[config.mk]
export PLATFORM = sky130hd
export DESIGN_NAME = pulse_width_remote_code_decoder
export DESIGN_NICKNAME = d
export VERILOG_FILES = /design/src/rtl/pwrcd_pkg.sv /design/src/rtl/pwrcd_classify.sv /design/src/rtl/pulse_width_remote_code_decoder.sv
export SDC_FILE = /design/constraint.sdc
export NUM_CORES = 1
export LEC_CHECK = 0
export CAP_MARGIN = 20
export CORE_ASPECT_RATIO = 2
export CORE_MARGIN = 2
export CORE_UTILIZATION = 59
export CTS_CLUSTER_DIAMETER = 120
export DETAILED_ROUTE_END_ITERATION = 10
export DONT_BUFFER_PORTS = 1
export MAX_ROUTING_LAYER = met4
export PLACE_DENSITY = 0.82
export SLEW_MARGIN = 30
export SYNTH_ARGS = -nofsm -noshare
export SYNTH_HDL_FRONTEND = slang
export SYNTH_SLANG_ARGS = --single-unit
export TNS_END_PERCENT = 30
[constraint.sdc]
create_clock -name clk -period 7 [get_ports clk]
set_input_delay 1.4 -clock clk [delete_from_list [all_inputs] [get_ports clk]]
set_output_delay 1.4 -clock clk [all_outputs]
set_load 0.01 [all_outputs]
[src/rtl/pwrcd_pkg.sv]
// Shared constants, types and helper functions of the pulse width remote code decoder.
`timescale 1ns / 1ps

package pwrcd_pkg;

	localparam int GUARD_FACTOR = 36;
	localparam int END_FACTOR   = 4;
	localparam int CODE_WIDTH   = 32;

	localparam int DUR_W  = 24;
	localparam int CFG_W  = 16;
	localparam int MINB_W = 7;
	localparam int CNT_W  = 8;
	localparam int OUT_W  = 32;
	localparam int IDX_W  = 2;
	localparam int SH_W   = $clog2(OUT_W + 1);

	localparam logic [CNT_W-1:0] CNT_MAX = {CNT_W{1'b1}};

	localparam logic [1:0] PH_GUARD = 2'd0;
	localparam logic [1:0] PH_START = 2'd1;
	localparam logic [1:0] PH_LOW   = 2'd2;
	localparam logic [1:0] PH_HIGH  = 2'd3;

	localparam logic [IDX_W-1:0] REG_SHORT_TIME = 2'd0;
	localparam logic [IDX_W-1:0] REG_LONG_TIME  = 2'd1;
	localparam logic [IDX_W-1:0] REG_TOLERANCE  = 2'd2;
	localparam logic [IDX_W-1:0] REG_MIN_BITS   = 2'd3;

	localparam logic [CFG_W-1:0]  SHORT_TIME_RST = 16'd700;
	localparam logic [CFG_W-1:0]  LONG_TIME_RST  = 16'd1400;
	localparam logic [CFG_W-1:0]  TOLERANCE_RST  = 16'd200;
	localparam logic [MINB_W-1:0] MIN_BITS_RST   = 7'd12;

	typedef struct packed {
		logic guard_ok;
		logic start_ok;
		logic end_hit;
		logic bit0;
		logic bit1;
	} pulse_class_t;

	function automatic logic within_tol(logic [DUR_W-1:0] a, logic [DUR_W-1:0] b,
			logic [DUR_W-1:0] lim);
		logic [DUR_W-1:0] diff;
		diff = (a > b) ? (a - b) : (b - a);
		return diff < lim;
	endfunction

	function automatic logic [OUT_W-1:0] rev_word(logic [OUT_W-1:0] v);
		logic [OUT_W-1:0] r;
		for (int i = 0; i < OUT_W; i++) begin
			r[i] = v[OUT_W-1-i];
		end
		return r;
	endfunction

endpackage

[src/rtl/pwrcd_classify.sv]
// Duration checks of one pulse against the configured timing windows.
`timescale 1ns / 1ps

module pwrcd_classify (
	input  logic [pwrcd_pkg::DUR_W-1:0] duration,
	input  logic [pwrcd_pkg::DUR_W-1:0] saved_low,
	input  logic [pwrcd_pkg::CFG_W-1:0] short_time,
	input  logic [pwrcd_pkg::CFG_W-1:0] long_time,
	input  logic [pwrcd_pkg::CFG_W-1:0] tolerance,
	output pwrcd_pkg::pulse_class_t     cls
);
	import pwrcd_pkg::*;

	logic [DUR_W-1:0] short_ext;
	logic [DUR_W-1:0] long_ext;
	logic [DUR_W-1:0] tol_ext;
	logic [DUR_W-1:0] guard_nom;
	logic [DUR_W-1:0] guard_tol;
	logic [DUR_W-1:0] end_lim;

	assign short_ext = DUR_W'(short_time);
	assign long_ext  = DUR_W'(long_time);
	assign tol_ext   = DUR_W'(tolerance);
	assign guard_nom = short_ext * DUR_W'(GUARD_FACTOR);
	assign guard_tol = tol_ext * DUR_W'(GUARD_FACTOR);
	assign end_lim   = short_ext * DUR_W'(END_FACTOR);

	always_comb begin
		cls.guard_ok = within_tol(duration, guard_nom, guard_tol);
		cls.start_ok = within_tol(duration, short_ext, tol_ext);
		cls.end_hit  = duration >= end_lim;
		cls.bit0     = within_tol(saved_low, short_ext, tol_ext)
			&& within_tol(duration, long_ext, tol_ext);
		cls.bit1     = within_tol(saved_low, long_ext, tol_ext)
			&& within_tol(duration, short_ext, tol_ext);
	end

endmodule

[src/rtl/pulse_width_remote_code_decoder.sv]
// Top level of the pulse width remote code decoder: pulse register, frame state and result register.
`timescale 1ns / 1ps
// A pulse is held in the pulse register, then its result is registered in the result register.
// Throughput: one pulse per cycle while out_ready does not stall the result register;
// the frame state is updated in the same cycle it is read.
// Reset: asynchronous, active low; clears the frame state and held code, restores register defaults.

module pulse_width_remote_code_decoder (
	input  logic                          clk,
	input  logic                          arst_n,
	input  logic                          cfg_write,
	input  logic [pwrcd_pkg::IDX_W-1:0]   cfg_index,
	input  logic [pwrcd_pkg::CFG_W-1:0]   cfg_data,
	input  logic                          in_valid,
	output logic                          in_ready,
	input  logic                          level,
	input  logic [pwrcd_pkg::DUR_W-1:0]   duration,
	output logic                          out_valid,
	input  logic                          out_ready,
	output logic                          code_ready,
	output logic [pwrcd_pkg::OUT_W-1:0]   code,
	output logic [pwrcd_pkg::CNT_W-1:0]   bit_count,
	output logic [pwrcd_pkg::OUT_W-1:0]   reversed_code
);
	import pwrcd_pkg::*;

	logic [CFG_W-1:0]      short_time_q;
	logic [CFG_W-1:0]      long_time_q;
	logic [CFG_W-1:0]      tolerance_q;
	logic [MINB_W-1:0]     min_bits_q;

	logic                  valid_s1;
	logic                  level_s1;
	logic [DUR_W-1:0]      duration_s1;

	logic [1:0]            phase_q;
	logic [CODE_WIDTH-1:0] shift_bits_q;
	logic [CNT_W-1:0]      bits_seen_q;
	logic [DUR_W-1:0]      saved_low_q;
	logic [OUT_W-1:0]      held_code_q;
	logic [CNT_W-1:0]      held_count_q;
	logic [OUT_W-1:0]      held_rev_q;
	logic                  out_valid_q;
	logic                  code_ready_q;

	logic                  adv;
	pulse_class_t          cls;

	logic [1:0]            phase_d;
	logic [CODE_WIDTH-1:0] shift_bits_d;
	logic [CNT_W-1:0]      bits_seen_d;
	logic                  save_low;
	logic                  frame_done;
	logic [OUT_W-1:0]      frame_code;
	logic [SH_W-1:0]       rev_shift;

	assign adv      = valid_s1 && (!out_valid_q || out_ready);
	assign in_ready = !valid_s1 || adv;

	pwrcd_classify u_classify (
		.duration   (duration_s1),
		.saved_low  (saved_low_q),
		.short_time (short_time_q),
		.long_time  (long_time_q),
		.tolerance  (tolerance_q),
		.cls        (cls)
	);

	// Configuration registers
	always_ff @(posedge clk or negedge arst_n) begin
		if (!arst_n) begin
			short_time_q <= SHORT_TIME_RST;
			long_time_q  <= LONG_TIME_RST;
			tolerance_q  <= TOLERANCE_RST;
			min_bits_q   <= MIN_BITS_RST;
		end else if (cfg_write) begin
			unique case (cfg_index)
				REG_SHORT_TIME: short_time_q <= cfg_data;
				REG_LONG_TIME:  long_time_q  <= cfg_data;
				REG_TOLERANCE:  tolerance_q  <= cfg_data;
				REG_MIN_BITS:   min_bits_q   <= cfg_data[MINB_W-1:0];
				default: ;
			endcase
		end
	end

	// Pulse register
	always_ff @(posedge clk or negedge arst_n) begin
		if (!arst_n) begin
			valid_s1 <= 1'b0;
		end else if (in_valid && in_ready) begin
			valid_s1 <= 1'b1;
		end else if (adv) begin
			valid_s1 <= 1'b0;
		end
	end

	always_ff @(posedge clk) begin
		if (in_valid && in_ready) begin
			level_s1    <= level;
			duration_s1 <= duration;
		end
	end

	// Frame state update
	always_comb begin
		phase_d      = phase_q;
		shift_bits_d = shift_bits_q;
		bits_seen_d  = bits_seen_q;
		save_low     = 1'b0;
		frame_done   = 1'b0;
		unique case (phase_q)
			PH_GUARD: begin
				if (!level_s1 && cls.guard_ok) begin
					phase_d = PH_START;
				end
			end
			PH_START: begin
				if (level_s1) begin
					if (cls.start_ok) begin
						phase_d      = PH_LOW;
						shift_bits_d = '0;
						bits_seen_d  = '0;
					end else begin
						phase_d = PH_GUARD;
					end
				end
			end
			PH_LOW: begin
				priority if (level_s1) begin
					phase_d = PH_GUARD;
				end else if (cls.end_hit) begin
					phase_d    = PH_START;
					frame_done = bits_seen_q >= CNT_W'(min_bits_q);
				end else begin
					save_low = 1'b1;
					phase_d  = PH_HIGH;
				end
			end
			PH_HIGH: begin
				if (level_s1 && (cls.bit0 || cls.bit1)) begin
					shift_bits_d = {shift_bits_q[CODE_WIDTH-2:0], !cls.bit0};
					bits_seen_d  = (bits_seen_q == CNT_MAX) ? bits_seen_q
						: bits_seen_q + CNT_W'(1);
					phase_d      = PH_LOW;
				end else begin
					phase_d = PH_GUARD;
				end
			end
			default: phase_d = PH_GUARD;
		endcase
	end

	assign frame_code = OUT_W'(shift_bits_q);
	assign rev_shift  = (bits_seen_q >= CNT_W'(OUT_W)) ? '0
		: SH_W'(OUT_W) - SH_W'(bits_seen_q);

	always_ff @(posedge clk or negedge arst_n) begin
		if (!arst_n) begin
			phase_q      <= PH_GUARD;
			shift_bits_q <= '0;
			bits_seen_q  <= '0;
			saved_low_q  <= '0;
			held_code_q  <= '0;
			held_count_q <= '0;
			held_rev_q   <= '0;
			code_ready_q <= 1'b0;
		end else if (adv) begin
			phase_q      <= phase_d;
			shift_bits_q <= shift_bits_d;
			bits_seen_q  <= bits_seen_d;
			code_ready_q <= frame_done;
			if (save_low) begin
				saved_low_q <= duration_s1;
			end
			if (frame_done) begin
				held_code_q  <= frame_code;
				held_count_q <= bits_seen_q;
				held_rev_q   <= rev_word(frame_code) >> rev_shift;
			end
		end
	end

	// Result register
	always_ff @(posedge clk or negedge arst_n) begin
		if (!arst_n) begin
			out_valid_q <= 1'b0;
		end else if (adv) begin
			out_valid_q <= 1'b1;
		end else if (out_ready) begin
			out_valid_q <= 1'b0;
		end
	end

	assign out_valid     = out_valid_q;
	assign code_ready    = code_ready_q;
	assign code          = held_code_q;
	assign bit_count     = held_count_q;
	assign reversed_code = held_rev_q;

`ifndef ASSERT_OFF
	a_report_min_bits: assert property (@(posedge clk) disable iff (!arst_n)
		out_valid_q && code_ready_q |-> held_count_q >= CNT_W'(min_bits_q))
		else $error("reported frame shorter than min_bits");

	a_state_hold: assert property (@(posedge clk) disable iff (!arst_n)
		!adv |=> $stable(phase_q) && $stable(held_code_q) && $stable(bits_seen_q))
		else $error("frame state changed without a pulse");

	a_high_in_low: assert property (@(posedge clk) disable iff (!arst_n)
		adv && phase_q == PH_LOW && level_s1 |=> phase_q == PH_GUARD)
		else $error("high pulse in low phase did not restart search");

	a_free_slot: assert property (@(posedge clk) disable iff (!arst_n)
		!out_valid_q |-> in_ready)
		else $error("input stalled with empty result register");
`endif

endmodule
==> results of run 1 <==
## through the flow
| step | setup slack (ns) | util | TNS [ns] |
|---|---|---|---|
| 2_1_floorplan | 0.0392 | - | 0 |
| 3_3_place_gp | -0.579 | 0.666 | -0.579 |
| 3_5_place_dp | -0.602 | 0.667 | -0.605 |
| 4_1_cts | -0.289 | 0.688 | -0.289 |
## layer usage
| layer | overflow | GRT usage |
|---|---|---|
| met4 | 11 | 0.748 |
| met1 | 0 | 0.567 |
| met5 | - | - |
| met2 | 16 | 0.906 |
| met3 | 0 | 0.363 |
## Yosys cell counts (19+ instances only)
| library cell | number |
|---|---|
| a211oi_1 | 23 |
| a21o_1 | 83 |
| a21oi_1 | 232 |
| a31oi_1 | 24 |
| buf_2 | 56 |
| clkbuf_1 | 66 |
| dfrtp_1 | 179 |
| edfxtp_1 | 25 |
| ha_1 | 321 |
| inv_1 | 176 |
| mux2_2 | 111 |
| mux2i_1 | 123 |
| nand2_1 | 293 |
| nand2b_1 | 29 |
| nand3_1 | 52 |
| nand4_1 | 47 |
| nor2_1 | 164 |
| nor2b_1 | 31 |
| nor3_1 | 39 |
| o211ai_1 | 19 |
| o21ai_0 | 174 |
| o21bai_1 | 24 |
| xnor2_1 | 76 |
| xor2_1 | 32 |
## cells by family after synthesis
logic type | share of synthesized area
multiplexers | 0.108
adder cells (fa/ha/maj) | 0.185
buffers and inverters | 0.0564
XOR/XNOR | 0.0412
AND/OR/NAND/NOR | 0.157
AO/OA/AOI/OAI | 0.205
flip-flops | 0.247
## repair_timing
action                                  4_1_cts
setup buffers                                 7
endpoints found under the setup margin        3
gates resized for setup                      24
pin swaps                                    34
==> impl_metrics.yaml, run 1 <==
grt:
  overflow: 27
  grt_pass1_wl_mm: 186
  grt_max_degree: 197
  grt_pass1_vias: 27600
  grt_use_total: 0.651
place:
  dp.cells: 3438
  hpwl_mm: 86.0
  placed_cell_area_sq_um: 25700
  gp_congestion: 1.19
  port_buffers: 0
logic_synthesis:
  synthCells: 2706
  syn-cell-area_sq_um: 22900
  ys_seq_area_frac: 0.247
  yosys_warnings: 0
  synth_cell_types: 101
  synth.net_count: 3086
  synth_top_cell_by_area: "dfrtp_1"
  synth_top_area_share: 0.195
  synth.avg_cell_area_sq_um: 8.48
  async_flop_share: 0.887
  synth_edf_count: 25
  synthTopCellsByArea: "dfrtp_1, ha_1, mux2_2"
  synth_seq_cells: 221
  synthFlopType: "dfrtp_1"
status:
  stop_stage: "global routing (5_1_grt)"
  firstError: "[ERROR GRT-0116] Global routing finished with congestion. Check the congestion regions in the DRC Viewer."
  status: "stopped before the end"
floorplanning:
  core.rowCount: 102
  io_pins: 123
  fp.dieW_um: 143
  start_util: 0.595
  die_y_um: 283
clocking:
  h-tree-depth: 1
  clock-sinks: 221
  clockRootBuffer: "clkbuf_16"
  clockBufferDepth: 3
  cts_hold_buf: 0
  cts_buffers: 21
==> inputs of run 2 (changes only) <==
- CORE_ASPECT_RATIO: 2 -> default
- CORE_UTILIZATION: 59 -> 40
- CTS_CLUSTER_DIAMETER: 120 -> default
- MAX_ROUTING_LAYER: met4 -> default
- PLACE_DENSITY: 0.82 -> default
- PLACE_DENSITY_LB_ADDON: default -> 0.15
- clock period: 7 -> 9.1 ns (I/O delays scaled with it)
==> impl_metrics.yaml, run 2 <==
status:
  status: "finished clean"
grt:
  grt_pass1_wl_mm: 129
  antenna_found_initial: 8
  overflow: 0
  grt_pass1_vias: 19900
  grt_use_total: 0.287
  grt_max_degree: 197
critical_path:
  cpPeakStageDelay_ns: 0.53
  arrival_ns: 9.11
  cp_max_fo: 11
  startpoint_type: "register"
  r2r_slack_ns: 0.47
  crit_path_end_kind: "register"
  crit_type: "reg -> reg"
  worst_path_max_delay_cell: "ha_1"
  required_ns: 9.57
finish:
  layoutNonFillerInstCount: 3404
  final_nets: 3007
  drive_gt1_frac: 0.0888
  layout_common_cells: "ha_1, nand2_1, a21oi_1"
  multiInputGateArea_sq_um: 16000
  nFillCells: 5617
  regArea_sq_um: 5680
  area_delta_synth_final_pct: 6.61
  finalInstanceArea_sq_um: 24500
  utilization: 0.433
  mostFrequentLayoutCell: "ha_1"
power_and_ir_drop:
  power_mw: 5.35
  vdd_drop_max_uv: 141
  leakage_nw: 11.1
  powerDensity_nw_per_um2: 219
logic_synthesis:
  synth_cell_types: 101
  yosys_warnings: 0
  synth_most_common_cell: "ha_1"
  synthFlopType: "dfrtp_1"
  synth_top_area_share: 0.195
  synth_seq_cells: 221
  async_flop_share: 0.887
  synthTopCellsByArea: "dfrtp_1, ha_1, mux2_2"
  synthCells: 2706
  synthTopCellsByCount: "ha_1, nand2_1, a21oi_1"
  synth_top_cell_by_area: "dfrtp_1"
  synth.net_count: 3086
  syn-cell-area_sq_um: 22900
  synth.avg_cell_area_sq_um: 8.48
  synth_edf_count: 25
  ys_seq_area_frac: 0.247
place:
  placed_cell_area_sq_um: 23500
  dp.cells: 3353
  place_ws_ns: 0.577
  hpwl_mm: 70.5
  gp_congestion: 0.946
  port_buffers: 0
drt:
  vias: 20400
  routed_wl_mm: 86.4
  drc: 0
  drt_iter0_drc: 1757
  routedWlPerCell_um: 25.4
  ant_nets: 0
  via_per_inst: 5.98
  firstDrtPassIters: 8
sta:
  fin_ws_ns: 0.470
  maxSlewViolCount: 0
  max_slew.worst_pin.slew_ns: 0.978
  hold_viol_final: 0
  whs_ns: 0.507
  setup-violations-final: 0
  rsz0062_at_grt: "no"
  fin_crit_sh: 0.948
  setup_tns_ns: 0
  relSlewSlack: 0.348
  fmax_mhz: 116
  post-route-min-period_ns: 8.63
  finalClockSkew_ns: 0.0330
clocking:
  cts.clk_slew.worst_paths_ns: 0.07
  clockBufferDepth: 3
  h-tree-depth: 1
  clockRootBuffer: "clkbuf_16"
  cts_buffers: 28
  clock_latency_ns: 0.60
  cts_tree: "yes"
  clock-sinks: 221
floorplanning:
  start_util: 0.406
  core.rowCount: 87
  io_pins: 123
  die-area_sq_um: 59300
  fp.dieW_um: 243
  die_y_um: 243
  core-area_sq_um: 56500
job:
  cap_violations: 0
min_path:
  hp-class: "reg -> reg"
## run 2: cell counts after synthesis
No cell type changed its count.
## run 2: power by group
group | switching [mW] | leakage, nW | internal (mW)
registers | 0.108 | 2.69 | 1.07
clock network | 0.479 | 0.453 | 0.666
logic | 1.87 | 7.93 | 1.16
## run 2: final timing paths
check	depth (start not counted)	start	to
max	32	short_time_q[1]$_DFFE_PN0P_	phase_q[0]$_DFFE_PN0P_
min	1	min_bits_q[1]$_DFFE_PN0P_	min_bits_q[1]$_DFFE_PN0P_
max reg2reg	32	short_time_q[1]$_DFFE_PN0P_	phase_q[0]$_DFFE_PN0P_
min reg2reg	1	min_bits_q[1]$_DFFE_PN0P_	min_bits_q[1]$_DFFE_PN0P_
max in group asynchronous	0	arst_n	tolerance_q[3]$_DFFE_PN1P_
min in group asynchronous	0	arst_n	code[19]$_DFFE_PN0P_
## run 2: kinds of logic after synthesis
group,after synthesis,share of synthesized area
and+or+nand+nor,760,0.157
AOI/OAI and AO/OA,737,0.205
adders and majority gates,332,0.185
buffers and inverters,314,0.0564
muxes,234,0.108
DFF,221,0.247
xor gates and xnor gates,108,0.0412
## run 2: repair_timing
item | 4_1_cts | 5_1_grt
endpoints found under the hold margin | 0 | 0
resized for setup | 0 | 1
hold buffers | 0 | 0
endpoints found under the setup margin | 0 | 1
buffers inserted | 0 | 0
## run 2: final cells by class
class,instances,area share
clock buffer,37,0.0322
antenna,3,0.000307
tap,756,0.0387
inverter,178,0.0273
timing repair buffer,27,0.00859
clock inverter,11,0.00593
sequential,221,0.232
multi-input combinational,2171,0.655
## run 2: worst max-delay path, delay by kind of cell (launching register included)
kind                       cells  cell delay (ns)
AOI/OAI and AO/OA             13             2.94
xor gates and xnor gates       1             0.18
adders and majority gates      5             1.85
DFF                            1             0.51
muxes                          2             0.62
and+or+nand+nor               11             2.42
## run 2: routing by layer
metal / part of all wire / track usage / wire length, um / up-vias
met5: 0.00015 / 0 / 13 / -
met4: 0.027 / 0.0732 / 2360 / 2
met3: 0.068 / 0.0434 / 5860 / 107
met2: 0.45 / 0.460 / 38600 / 743
met1: 0.46 / 0.403 / 39500 / 9919
li1: - / - / - / 9582
(Power assumes the default switching activity.)
